### config.mk
export PLATFORM = sky130hd
export DESIGN_NAME = rbcs_ctrl
export DESIGN_NICKNAME = d
export VERILOG_FILES = /design/src/rtl/rbcs_pkg.sv /design/src/rtl/rbcs_ctrl.sv
export SDC_FILE = /design/constraint.sdc
export NUM_CORES = 1
export LEC_CHECK = 0
export ABC_AREA = 1
export BUFFER_PORTS_ARGS = -buffer_cell sky130_fd_sc_hd__buf_2
export CAP_MARGIN = 20
export CORE_UTILIZATION = 40
export CTS_CLUSTER_DIAMETER = 120
export DETAILED_ROUTE_END_ITERATION = 8
export GPL_TIMING_DRIVEN = 0
export PLACE_DENSITY = 0.61
export SLEW_MARGIN = 20
export SYNTH_ARGS = -nofsm -noshare
export SYNTH_HDL_FRONTEND = slang
export SYNTH_SLANG_ARGS = --single-unit
### constraint.sdc
create_clock -name i_clk -period 1.4 [get_ports i_clk]
set_input_delay 0.28 -clock i_clk [delete_from_list [all_inputs] [get_ports i_clk]]
set_output_delay 0.28 -clock i_clk [all_outputs]
set_load 0.02 [all_outputs]
### src/rtl/rbcs_pkg.sv
`timescale 1ns / 1ps
package rbcs_pkg;

    // action codes
    localparam logic [1:0] ACT_SET    = 2'd0;
    localparam logic [1:0] ACT_LOOKUP = 2'd1;
    localparam logic [1:0] ACT_TICK   = 2'd2;

    // result status codes
    localparam logic [1:0] ST_DONE = 2'd0;
    localparam logic [1:0] ST_MISS = 2'd1;
    localparam logic [1:0] ST_REJ  = 2'd2;
    localparam logic [1:0] ST_BUSY = 2'd3;

    // configuration register indexes
    localparam logic [1:0] CFG_TOTAL   = 2'd0;
    localparam logic [1:0] CFG_SLOTS   = 2'd1;
    localparam logic [1:0] CFG_STREAMS = 2'd2;
    localparam logic [1:0] CFG_BBYTES  = 2'd3;

    localparam logic [7:0] NOT_CACHED  = 8'hFF;
    localparam logic [7:0] EMERG_DEPTH = 8'd2;

    // compare width for block numbers and pointer sums
    localparam int CW = 17;

    // datapath operations
    localparam logic [4:0] OP_NONE    = 5'd0;
    localparam logic [4:0] OP_CLR     = 5'd1;
    localparam logic [4:0] OP_LOAD    = 5'd2;
    localparam logic [4:0] OP_DISP    = 5'd3;
    localparam logic [4:0] OP_LK_RD   = 5'd4;
    localparam logic [4:0] OP_LK_MUL  = 5'd5;
    localparam logic [4:0] OP_LK_ADD  = 5'd6;
    localparam logic [4:0] OP_COMMIT  = 5'd7;
    localparam logic [4:0] OP_DEM_RD  = 5'd8;
    localparam logic [4:0] OP_DEM_CHK = 5'd9;
    localparam logic [4:0] OP_VMOD    = 5'd10;
    localparam logic [4:0] OP_VSLOT   = 5'd11;
    localparam logic [4:0] OP_VSTR    = 5'd12;
    localparam logic [4:0] OP_VEND    = 5'd13;
    localparam logic [4:0] OP_CINIT   = 5'd14;
    localparam logic [4:0] OP_CRD     = 5'd15;
    localparam logic [4:0] OP_CSTORE  = 5'd16;
    localparam logic [4:0] OP_CCHK    = 5'd17;
    localparam logic [4:0] OP_PICK    = 5'd18;
    localparam logic [4:0] OP_FSEL    = 5'd19;
    localparam logic [4:0] OP_FCHK    = 5'd20;
    localparam logic [4:0] OP_EVICT   = 5'd21;
    localparam logic [4:0] OP_PUSH    = 5'd22;

    typedef struct packed {
        logic [4:0] op;
        logic       in_take;
    } t_cmd;

    typedef struct packed {
        logic       clr_last;
        logic [1:0] act;
        logic       disp_done;
        logic       x_ge;
        logic       slot_invalid;
        logic       s_last;
        logic       least_far;
        logic       i_last;
        logic       cnt_go;
        logic       out_free;
    } t_stat;

endpackage

### src/rtl/rbcs_ctrl.sv
`timescale 1ns / 1ps
module rbcs_ctrl
    import rbcs_pkg::*;
(
    input  logic  i_clk,
    input  logic  i_rst_n,
    input  logic  i_valid,
    input  t_stat i_stat,
    output t_cmd  o_cmd,
    output logic  o_stall
);

    localparam logic [4:0] S_CLR    = 5'd0;
    localparam logic [4:0] S_IDLE   = 5'd1;
    localparam logic [4:0] S_DISP   = 5'd2;
    localparam logic [4:0] S_LRD    = 5'd3;
    localparam logic [4:0] S_LMUL   = 5'd4;
    localparam logic [4:0] S_LADD   = 5'd5;
    localparam logic [4:0] S_COMMIT = 5'd6;
    localparam logic [4:0] S_DRD    = 5'd7;
    localparam logic [4:0] S_DCHK   = 5'd8;
    localparam logic [4:0] S_VMOD   = 5'd9;
    localparam logic [4:0] S_VSLOT  = 5'd10;
    localparam logic [4:0] S_VSTR   = 5'd11;
    localparam logic [4:0] S_VEND   = 5'd12;
    localparam logic [4:0] S_CINIT  = 5'd13;
    localparam logic [4:0] S_CRD    = 5'd14;
    localparam logic [4:0] S_CCHK   = 5'd15;
    localparam logic [4:0] S_PICK   = 5'd16;
    localparam logic [4:0] S_FSEL   = 5'd17;
    localparam logic [4:0] S_FCHK   = 5'd18;
    localparam logic [4:0] S_EVICT  = 5'd19;
    localparam logic [4:0] S_OUT    = 5'd20;

    logic [4:0] r_state;
    logic [4:0] n_state;

    always_comb begin
        n_state       = r_state;
        o_cmd.op      = OP_NONE;
        o_cmd.in_take = 1'b0;
        unique case (r_state)
            S_CLR: begin
                o_cmd.op = OP_CLR;
                if (i_stat.clr_last) n_state = S_IDLE;
            end
            S_IDLE: begin
                if (i_valid) begin
                    o_cmd.op      = OP_LOAD;
                    o_cmd.in_take = 1'b1;
                    n_state       = S_DISP;
                end
            end
            S_DISP: begin
                o_cmd.op = OP_DISP;
                if (i_stat.disp_done) n_state = S_OUT;
                else if (i_stat.act == ACT_LOOKUP) n_state = S_LRD;
                else n_state = S_COMMIT;
            end
            S_LRD: begin
                o_cmd.op = OP_LK_RD;
                n_state  = S_LMUL;
            end
            S_LMUL: begin
                o_cmd.op = OP_LK_MUL;
                n_state  = S_LADD;
            end
            S_LADD: begin
                o_cmd.op = OP_LK_ADD;
                n_state  = S_OUT;
            end
            S_COMMIT: begin
                o_cmd.op = OP_COMMIT;
                n_state  = S_DRD;
            end
            S_DRD: begin
                o_cmd.op = OP_DEM_RD;
                n_state  = S_DCHK;
            end
            S_DCHK: begin
                o_cmd.op = OP_DEM_CHK;
                n_state  = S_VMOD;
            end
            S_VMOD: begin
                if (i_stat.x_ge) o_cmd.op = OP_VMOD;
                else n_state = S_VSLOT;
            end
            S_VSLOT: begin
                o_cmd.op = OP_VSLOT;
                n_state  = i_stat.slot_invalid ? S_CINIT : S_VSTR;
            end
            S_VSTR: begin
                o_cmd.op = OP_VSTR;
                if (i_stat.s_last) n_state = S_VEND;
            end
            S_VEND: begin
                o_cmd.op = OP_VEND;
                n_state  = (i_stat.least_far || i_stat.i_last) ? S_CINIT : S_VSLOT;
            end
            S_CINIT: begin
                o_cmd.op = OP_CINIT;
                n_state  = S_CRD;
            end
            S_CRD: begin
                if (i_stat.cnt_go) begin
                    o_cmd.op = OP_CRD;
                    n_state  = S_CCHK;
                end else begin
                    o_cmd.op = OP_CSTORE;
                    n_state  = i_stat.s_last ? S_PICK : S_CINIT;
                end
            end
            S_CCHK: begin
                o_cmd.op = OP_CCHK;
                n_state  = S_CRD;
            end
            S_PICK: begin
                o_cmd.op = OP_PICK;
                if (i_stat.s_last) n_state = S_FSEL;
            end
            S_FSEL: begin
                o_cmd.op = OP_FSEL;
                n_state  = S_FCHK;
            end
            S_FCHK: begin
                o_cmd.op = OP_FCHK;
                n_state  = S_EVICT;
            end
            S_EVICT: begin
                o_cmd.op = OP_EVICT;
                n_state  = S_OUT;
            end
            S_OUT: begin
                if (i_stat.out_free) begin
                    o_cmd.op = OP_PUSH;
                    n_state  = S_IDLE;
                end
            end
            default: n_state = S_IDLE;
        endcase
    end

    assign o_stall = (r_state != S_IDLE);

    always_ff @(posedge i_clk) begin
        if (!i_rst_n) r_state <= S_CLR;
        else r_state <= n_state;
    end

endmodule

==> run_results.csv, run 1 <==
group,metric,value,unit
logic_synthesis,ys_types,19,
critical_path,startpoint_type,"flip-flop",
floorplanning,start_util,44.00,%
final_layout,diodes,0,
critical_path,criticalPathCategory,"reg -> out",
place,io_buffers,20,
detailed_routing,ant_nets,0,
min_path,holdPathStages,3,
critical_path,r2r-start,"r_state[0]",
sta,rsz0062_at_grt,"yes",
sta,layout_min_cycle_time,1.832,ns
floorplanning,pin_count,21,
pwr,ir_drop,1.111,mV
place,finalWeightedCongestion,0.9118,
critical_path,rrSetupSlack,-0.15,ns
grt,grt_pass1_vias,1198,
logic_synthesis,avgSynthCellArea,4.998,um2
final_layout,nNetsFinal,239,
min_path,worstHoldEndpoint,"r_state[1]",
sta,clock.fmax,0.5457,GHz
critical_path,cp_max_fo,5,
final_layout,drive_above_1_share,50.89,%
logic_synthesis,synth_top_area_share,22.36,%
min_path,hp-start,"i_rst_n",
sta,clock_skew,0.003437,ns
place,hpwl,2.100,mm
floorplanning,die-area,0.002417,mm2
clocking,cts_tree,"done",
detailed_routing,wl_per_cell,13.56,um
sta,finalCritPeriodShare,130.9,%
clocking,cts.sinks,5,
run,cap_violations,0,
sta,hold_viol,0,
logic_synthesis,synthTopCellsByArea,"nand2_1 22%, nor2_1 15%, inv_1 11%",
floorplanning,fp.coreArea,0.002022,mm2
clocking,cts_max_level,1,
logic_synthesis,synth_top_area_cell,"nand2_1",
sta,fin_tns_setup,-2.635,ns
detailed_routing,drt_iter0_drc,65,
sta,worst-slew-pin-transition,0.3082,ns
detailed_routing,routed_wl,3.403,mm
logic_synthesis,ys_seq_elements,5,
grt,grt_max_degree,8,
logic_synthesis,yosys-top-cells-count,"53 x nand2_1, 36 x nor2_1, 27 x inv_1",
clocking,cts_made_buffers,3,
final_layout,fin_util,73.76,%
detailed_routing,dr.pass1.iters,4,
grt,antenna_found_initial,0,
sta,setup_viol,11,
detailed_routing,drc,0,
clocking,path_clk_slew,0.04,ns
floorplanning,num_rows,16,
final_layout,areaGrowthSynthToFinish,67.65,%
critical_path,critPathCaptureType,"output port",
pwr,p_leak,0.7879,nW
critical_path,arrival,1.55,ns
final_layout,top_regs,"r_state x5",
critical_path,timing.rr.end,"r_state[1]",
detailed_routing,vias_per_cell,5.307,
final_layout,regMostFlops,"r_state",
grt,grt_overflow,0,
run_status,violations,"negative setup slack",
logic_synthesis,synth_ff_type,"dfxtp_1",
final_layout,largest_reg_flops,5,
sta,slew_headroom,79.41,%
logic_synthesis,synth_most_common_cell,"nand2_1",
floorplanning,die_y,49.16,um
logic_synthesis,syn-num-nets,192,
sta,drv_slew,0,
detailed_routing,vias,1332,
clocking,worstSkewPairLatency,0.24,ns
clocking,cts_hold_buf,0,
logic_synthesis,yosys_warnings,0,
critical_path,critPathRequiredTime,1.12,ns
clocking,root_buffer,"clkbuf_4",
min_path,min_path_type,"in -> reg",
logic_synthesis,ys_seq_area_share,11.25,%
critical_path,ff2ff_path_depth,12,
pwr,p_per_area,1553,mW/mm2
logic_synthesis,syn-instance-count,178,
clocking,clockBufferDepth,2,
grt,grt_pass1_wl,5.278,mm
run_status,status,"finished, violations left",
logic_synthesis,synth_edf_count,0,
floorplanning,chipWidth,49.16,um
logic_synthesis,async_flop_share,0,%
logic_synthesis,syn_area,889.6,um2
sta,finalWorstSetupSlack,-0.4324,ns
grt,track_usage,28.28,%
## stage by stage
step | power [W] | instance area, um2 | hold slack, ns | setup slack (ns) | std cells
floorplan | 0.001190 | 943.4 | 0.4608 | -0.1114 | 178
global placement | 0.001480 | 1077 | 0.5788 | -0.3357 | 225
detailed placement | 0.001477 | 1077 | 0.5798 | -0.3448 | 225
CTS | 0.002073 | 1380 | 0.3302 | -0.3924 | 247
global route | 0.002457 | 1491 | 0.3646 | -0.4731 | 251
finish | 0.002316 | 1491 | 0.3534 | -0.4324 | 251
## layer usage
| layer | wire (um) | vias to the layer above | track usage (%) |
|---|---|---|---|
| met5 | 0 | - | 0 |
| met2 | 1590 | 70 | 47.95 |
| met4 | 89 | 0 | 6.863 |
| met3 | 234 | 10 | 6.231 |
| li1 | - | 653 | - |
| met1 | 1489 | 599 | 35.83 |
## logic make-up after synthesis
group                  Yosys count  synth area share, %
AOI/OAI and AO/OA               12                7.173
and+or+nand+nor                129                66.38
DFF                              5                11.25
buffers and inverters           32                15.19
## where the power goes
group	switching, W	total (W)	internal, W	leakage (nW)
Combinational	0.00110	0.00191	0.000812	0.729
Sequential	0.0000510	0.000240	0.000189	0.0438
Clock	0.0000576	0.000165	0.000108	0.0150
## what timing repair did
action / in CTS / in global routing
pin swaps: 19 / 21
resized for setup: 45 / 29
buffers inserted: 16 / 6
setup endpoints to repair: 11 / 12
hold endpoints to repair: 0 / 0
gates cloned: 2 / 0
## critical path, stage by stage, from the launching register on
cell	delay (ns)
dfxtp_2	0.32
buf_6	0.14
nor2_4	0.12
nand2_4	0.10
nor2_4	0.12
nand2_2	0.09
and3_1	0.18
o2111ai_2	0.09
buf_6	0.15
## layout make-up
cell class	instances	area, um2
multi-input cells	141	860.8
fillers	167	530.5
repair buffers	43	315.3
inverters	29	118.9
flip-flops and latches	5	113.9
well taps	27	33.78
clock buffers	4	26.28
plain buffers	2	22.52
## cells in the final DEF (no fill, tap or decap), types with 3 or more instances in the layout
cell type  count
nand2_1       42
inv_1         21
buf_4         20
nor2_1        19
buf_2         15
nor2_4        13
nor2_2        13
nand2_2       11
buf_6         10
nand3_1        9
nand4_1        7
inv_2          5
a21oi_1        5
a21oi_2        5
nand2_4        3
clkbuf_4       3
dfxtp_4        3
## worst max path at each step
stage                     from       end  slack [ns]  cells after the start
global route        r_state[0]  o_cmd[1]       -0.47                      9
CTS                 r_state[4]  o_cmd[1]       -0.39                      8
global placement    r_state[4]  o_cmd[1]       -0.34                      8
floorplan           r_state[3]  o_cmd[2]       -0.11                      7
finish              r_state[0]  o_cmd[1]       -0.43                      8
detailed placement  r_state[4]  o_cmd[1]       -0.34                      8
No activity file was read; power rests on OpenSTA's default activity.
==> run 2: changes to the inputs <==
--- a/config.mk
+++ b/config.mk
@@ -12,7 +12,7 @@
 export CTS_CLUSTER_DIAMETER = 120
 export DETAILED_ROUTE_END_ITERATION = 8
 export GPL_TIMING_DRIVEN = 0
-export PLACE_DENSITY = 0.61
+export PLACE_DENSITY = 0.64
 export SLEW_MARGIN = 20
 export SYNTH_ARGS = -nofsm -noshare
 export SYNTH_HDL_FRONTEND = slang
==> run_results.csv, run 2 (synthesized netlist as in run 1, its figures left out) <==
group,metric,value,unit
run_status,status,"finished, violations left",
run_status,violations,"negative setup slack",
clocking,cts.sinks,5,
pwr,p_leak,0.8175,nW
grt,grt_overflow,0,
critical_path,startpoint_type,"flip-flop",
critical_path,rrSetupSlack,-0.11,ns
clocking,cts_made_buffers,3,
clocking,clockBufferDepth,2,
sta,layout_min_cycle_time,1.839,ns
final_layout,nNetsFinal,243,
clocking,path_clk_slew,0.04,ns
clocking,cts_hold_buf,0,
final_layout,fill_cells,161,
final_layout,mostFrequentLayoutCells,"42 x nand2_1, 23 x nor2_1, 23 x buf_4",
detailed_routing,drc,0,
clocking,cts_max_level,1,
place,hpwl,2.101,mm
place,finalWeightedCongestion,0.9003,
final_layout,fin_cells,255,
sta,finalCritPeriodShare,131.3,%
sta,setup_viol,11,
final_layout,multi_input_area,858.3,um2
detailed_routing,routed_wl,3.481,mm
sta,slew_headroom,79.91,%
detailed_routing,wl_per_cell,13.65,um
run,cap_violations,0,
critical_path,criticalPathCategory,"reg -> out",
place,io_buffers,20,
detailed_routing,ant_nets,0,
critical_path,worstSetupStartpoint,"r_state[0]",
final_layout,diodes,0,
critical_path,r2r-start,"r_state[0]",
final_layout,areaGrowthSynthToFinish,71.87,%
floorplanning,fp.coreArea,0.002022,mm2
detailed_routing,vias_per_cell,5.325,
min_path,hp-start,"i_rst_n",
final_layout,drive_above_1_share,51.75,%
grt,grt_pass1_vias,1167,
floorplanning,start_util,44.00,%
detailed_routing,vias,1358,
floorplanning,die-area,0.002417,mm2
pwr,p_total,0.002450,W
clocking,worstSkewPairLatency,0.24,ns
sta,drv_slew,0,
detailed_routing,dr.pass1.iters,4,
place,dp.cells,225,
floorplanning,num_rows,16,
final_layout,layout_commonest_cell,"nand2_1",
critical_path,arrival,1.56,ns
clocking,cts_tree,"done",
grt,grt_max_degree,9,
grt,grt_pass1_wl,5.195,mm
final_layout,ff_latch_area,113.9,um2
place,dpl_worst_slack,-0.3168,ns
min_path,min_path_type,"in -> reg",
detailed_routing,drt_iter0_drc,52,
sta,clock_skew,0.004977,ns
final_layout,regMostFlops,"r_state",
pwr,p_per_area,1602,mW/mm2
critical_path,cp_max_fo,5,
pwr,ir_drop,1.238,mV
sta,fin_tns_setup,-2.656,ns
critical_path,critPathCaptureType,"output port",
final_layout,top_regs,"r_state x5",
grt,track_usage,28.15,%
sta,rsz0062_at_grt,"yes",
critical_path,critPathRequiredTime,1.12,ns
floorplanning,pin_count,21,
sta,hold_viol,0,
grt,antenna_found_initial,0,
sta,whs,0.3494,ns
sta,worst-slew-pin-transition,0.3007,ns
final_layout,largest_reg_flops,5,
sta,clock.fmax,0.5438,GHz
floorplanning,die_y,49.16,um
clocking,root_buffer,"clkbuf_4",
floorplanning,chipWidth,49.16,um
sta,finalWorstSetupSlack,-0.4388,ns
==> run 2: layout make-up <==
cell class              instances  share of cell area (%)
well taps                      27                   2.209
clock buffers                   4                   1.718
repair buffers                 47                   23.24
multi-input cells             141                   56.14
plain buffers                   2                   1.473
inverters                      29                   7.774
flip-flops and latches          5                   7.447
==> run 2: where the power goes <==
| part | internal (W) | leakage [nW] | switching (W) | total, W |
|---|---|---|---|---|
| registers | 0.000189 | 0.0438 | 0.0000463 | 0.000235 |
| logic | 0.000921 | 0.759 | 0.00113 | 0.00205 |
| clock network | 0.000108 | 0.0150 | 0.0000570 | 0.000165 |
| total | 0.00122 | 0.818 | 0.00123 | 0.00245 |
==> run 2: final timing paths <==
check | depth (start not counted) | endpoint
min | 3 | r_state[4]
max | 9 | o_cmd[1]
max reg2reg | 12 | r_state[2]
min reg2reg | 3 | r_state[4]
==> run 2: layer usage <==
layer / vias up / track usage, % / wire length (um)
met5: - / 0 / 0
met4: 0 / 7.353 / 85
met3: 8 / 4.984 / 247
met2: 73 / 47.95 / 1680
met1: 618 / 36.02 / 1468
li1: 659 / - / -
==> run 2: critical path: stages, from the launching register on <==
cell       delay [ns]
dfxtp_2          0.33
buf_6            0.14
nor2_4           0.05
nand2_4          0.12
nor2_4           0.06
inv_2            0.08
nand2_2          0.08
nor3_2           0.17
o2111ai_2        0.12
buf_4            0.17
==> run 2: stage by stage <==
stage	instance area, um2	utilization, %
after floorplan	943.4	-
after global placement	1077	53.28
after detailed placement	1077	53.28
after CTS	1435	70.98
after global routing	1529	75.62
final	1529	75.62
==> run 2: what timing repair did <==
action                     4_1_cts  5_1_grt
buffers inserted                23        6
pin swaps                       27       19
gates resized for setup         53       23
gates cloned                     1        0
setup endpoints to repair       11       11
==> run 3: changes to the inputs <==
--- a/config.mk
+++ b/config.mk
@@ -7,12 +7,12 @@
 export LEC_CHECK = 0
 export ABC_AREA = 1
 export BUFFER_PORTS_ARGS = -buffer_cell sky130_fd_sc_hd__buf_2
-export CAP_MARGIN = 20
 export CORE_UTILIZATION = 40
 export CTS_CLUSTER_DIAMETER = 120
 export DETAILED_ROUTE_END_ITERATION = 8
 export GPL_TIMING_DRIVEN = 0
 export PLACE_DENSITY = 0.64
+export SKIP_LAST_GASP = 1
 export SLEW_MARGIN = 20
 export SYNTH_ARGS = -nofsm -noshare
 export SYNTH_HDL_FRONTEND = slang
==> constraint.sdc (replaced) <==
create_clock -name i_clk -period 1.4 [get_ports i_clk]
set_input_delay 0.28 -clock i_clk [delete_from_list [all_inputs] [get_ports i_clk]]
set_output_delay 0.28 -clock i_clk [all_outputs]
set_load 0.005 [all_outputs]
==> run_results.csv, run 3 (synthesized netlist as in run 1, its figures left out) <==
group,metric,value,unit
pwr,swShare,51.02,%
sta,rsz0062_at_grt,"yes",
final_layout,stdcell_area,0.001460,mm2
detailed_routing,dr.pass1.iters,6,
sta,layout_min_cycle_time,1.833,ns
clocking,path_clk_slew,0.04,ns
detailed_routing,wl_per_cell,13.84,um
floorplanning,die-area,0.002417,mm2
grt,antenna_found_initial,0,
critical_path,startpoint_type,"flip-flop",
critical_path,crit_chain,"buf_8 > nor2_4 > nand2_4 > nor2_4 > nand2_2 > and3_1 > o2111ai_1 > buf_2",
sta,worst-slew-pin-transition,0.2973,ns
detailed_routing,vias,1358,
clocking,cts_made_buffers,3,
clocking,clockBufferDepth,2,
floorplanning,start_util,44.00,%
floorplanning,fp.coreArea,0.002022,mm2
clocking,cts.sinks,5,
sta,setup_viol,11,
sta,fin_tns_setup,-2.528,ns
sta,drv_slew,0,
grt,grt_overflow,0,
sta,clock.fmax,0.5456,GHz
grt,grt_max_degree,9,
place,finalWeightedCongestion,0.8782,
critical_path,critPathCaptureType,"output port",
pwr,seq_power_share,14.1,%
sta,finalCritPeriodShare,130.9,%
clocking,cts_hold_buf,0,
detailed_routing,ant_nets,0,
run_status,violations,"negative setup slack",
sta,clock_skew,0.002934,ns
sta,finalWorstSetupSlack,-0.4327,ns
grt,track_usage,26.87,%
detailed_routing,vias_per_cell,5.346,
floorplanning,num_rows,16,
final_layout,top_regs,"r_state x5",
pwr,p_per_area,1452,mW/mm2
final_layout,diodes,0,
critical_path,critPathRequiredTime,1.12,ns
grt,grt_pass1_wl,5.071,mm
detailed_routing,routed.top_layer,"met4",
critical_path,critical-path-max-stage-delay,0.31,ns
detailed_routing,dr_wl_met2,1.773,mm
clocking,cts_tree,"done",
pwr,p_leak,0.7818,nW
final_layout,regMostFlops,"r_state",
floorplanning,chipWidth,49.16,um
pwr,ir_drop,1.368,mV
final_layout,areaGrowthSynthToFinish,64.14,%
final_layout,largest_reg_flops,5,
final_layout,nNetsFinal,242,
min_path,min_path_type,"in -> reg",
critical_path,cp_max_fo,6,
critical_path,slowest_stage,"dfxtp_2",
sta,hold_viol,0,
floorplanning,pin_count,21,
pwr,power.switching,0.001082,W
pwr,power_frac_comb,78.1,%
place,io_buffers,20,
critical_path,crit_path_frequent_cell,"nor2_4",
run,cap_violations,0,
critical_path,rrSetupSlack,-0.12,ns
place,postPlaceCellArea,0.001026,mm2
pwr,p_int,0.001038,W
detailed_routing,drc,0,
place,hpwl,2.085,mm
pwr,clkPwrFrac,7.9,%
clocking,worstSkewPairLatency,0.24,ns
critical_path,arrival,1.55,ns
detailed_routing,wl_met1,1.381,mm
detailed_routing,routed_wl,3.515,mm
detailed_routing,dr_wl_met3,292,um
clocking,cts_max_level,1,
final_layout,drive_above_1_share,50.22,%
detailed_routing,drt_iter0_drc,57,
floorplanning,die_y,49.16,um
final_layout,mostFrequentLayoutCells,"43 x nand2_1, 25 x buf_4, 22 x nor2_1, 22 x inv_1, 20 x buf_2",
final_layout,layout_commonest_cell,"nand2_1",
sta,slew_headroom,80.18,%
run_status,status,"finished, violations left",
clocking,root_buffer,"clkbuf_4",
grt,grt_pass1_vias,1256,
critical_path,criticalPathCategory,"reg -> out",
run 3: cell types whose count changed in the layout (fill, tap and decap cells not counted), moves of 3 or more:
cell | before | now
buf_2 | 14 | 20
buf_6 | 12 | 2
nand3_1 | 5 | 8
nand3_2 | 6 | 3
run 3: power groups by stage:
stage                     logic, W  registers, W  clock network, W
after floorplan           0.000769      0.000201                 0
after global placement     0.00104      0.000207                 0
after detailed placement   0.00104      0.000207                 0
after CTS                  0.00143      0.000215          0.000174
after global routing       0.00176      0.000306          0.000187
final                      0.00165      0.000298          0.000167
run 3: repair_timing:
action / CTS / global route
pin swaps: 15 / 18
setup buffers: 21 / 7
endpoints found under the setup margin: 11 / 12
gates resized for setup: 26 / 47
run 3: layout make-up:
| cell class | instances | area [um2] |
|---|---|---|
| Multi-Input combinational cell | 141 | 844.6 |
| Fill cell | 161 | 561.8 |
| Timing Repair Buffer | 47 | 310.3 |
| Inverter | 29 | 116.4 |
| Sequential cell | 5 | 113.9 |
| Tap cell | 27 | 33.78 |
| Clock buffer | 4 | 26.28 |
| Buffer | 1 | 15.01 |
run 3: metrics by stage:
stage / hold slack (ns) / utilization (%) / instances / setup WS, ns / total power, W
final: 0.3550 / 72.22 / 254 / -0.4327 / 0.002120
after global routing: 0.3653 / 72.22 / 254 / -0.4625 / 0.002253
after CTS: 0.3275 / 63.86 / 250 / -0.3595 / 0.001823
after detailed placement: 0.5814 / 50.74 / 225 / -0.2751 / 0.001247
after global placement: 0.5840 / 50.74 / 225 / -0.2747 / 0.001246
after floorplan: 0.4639 / - / 178 / 0.005717 / 0.0009700
run 3: per-layer routing:
layer	vias to the layer above	global-route usage, %
li1	658	-
met1	615	31.58
met2	75	44.98
met3	10	6.854
met4	0	12.75
met5	-	0
run 3: path summary, 6_finish.rpt:
check / from / cells past startpoint / end
worst min register to register: r_state[0] / 4 / r_state[0]
worst max register to register: r_state[4] / 12 / r_state[0]
worst min-delay path: i_rst_n / 3 / r_state[4]
worst max-delay path: r_state[4] / 8 / o_cmd[1]
run 3: critical path, delay by kind of cell, from the launching register on:
| family | cells | cell delay (ns) |
|---|---|---|
| buffers and inverters | 2 | 0.29 |
| AOI/OAI and AO/OA | 1 | 0.08 |
| DFF | 1 | 0.31 |
| and+or+nand+nor | 5 | 0.61 |
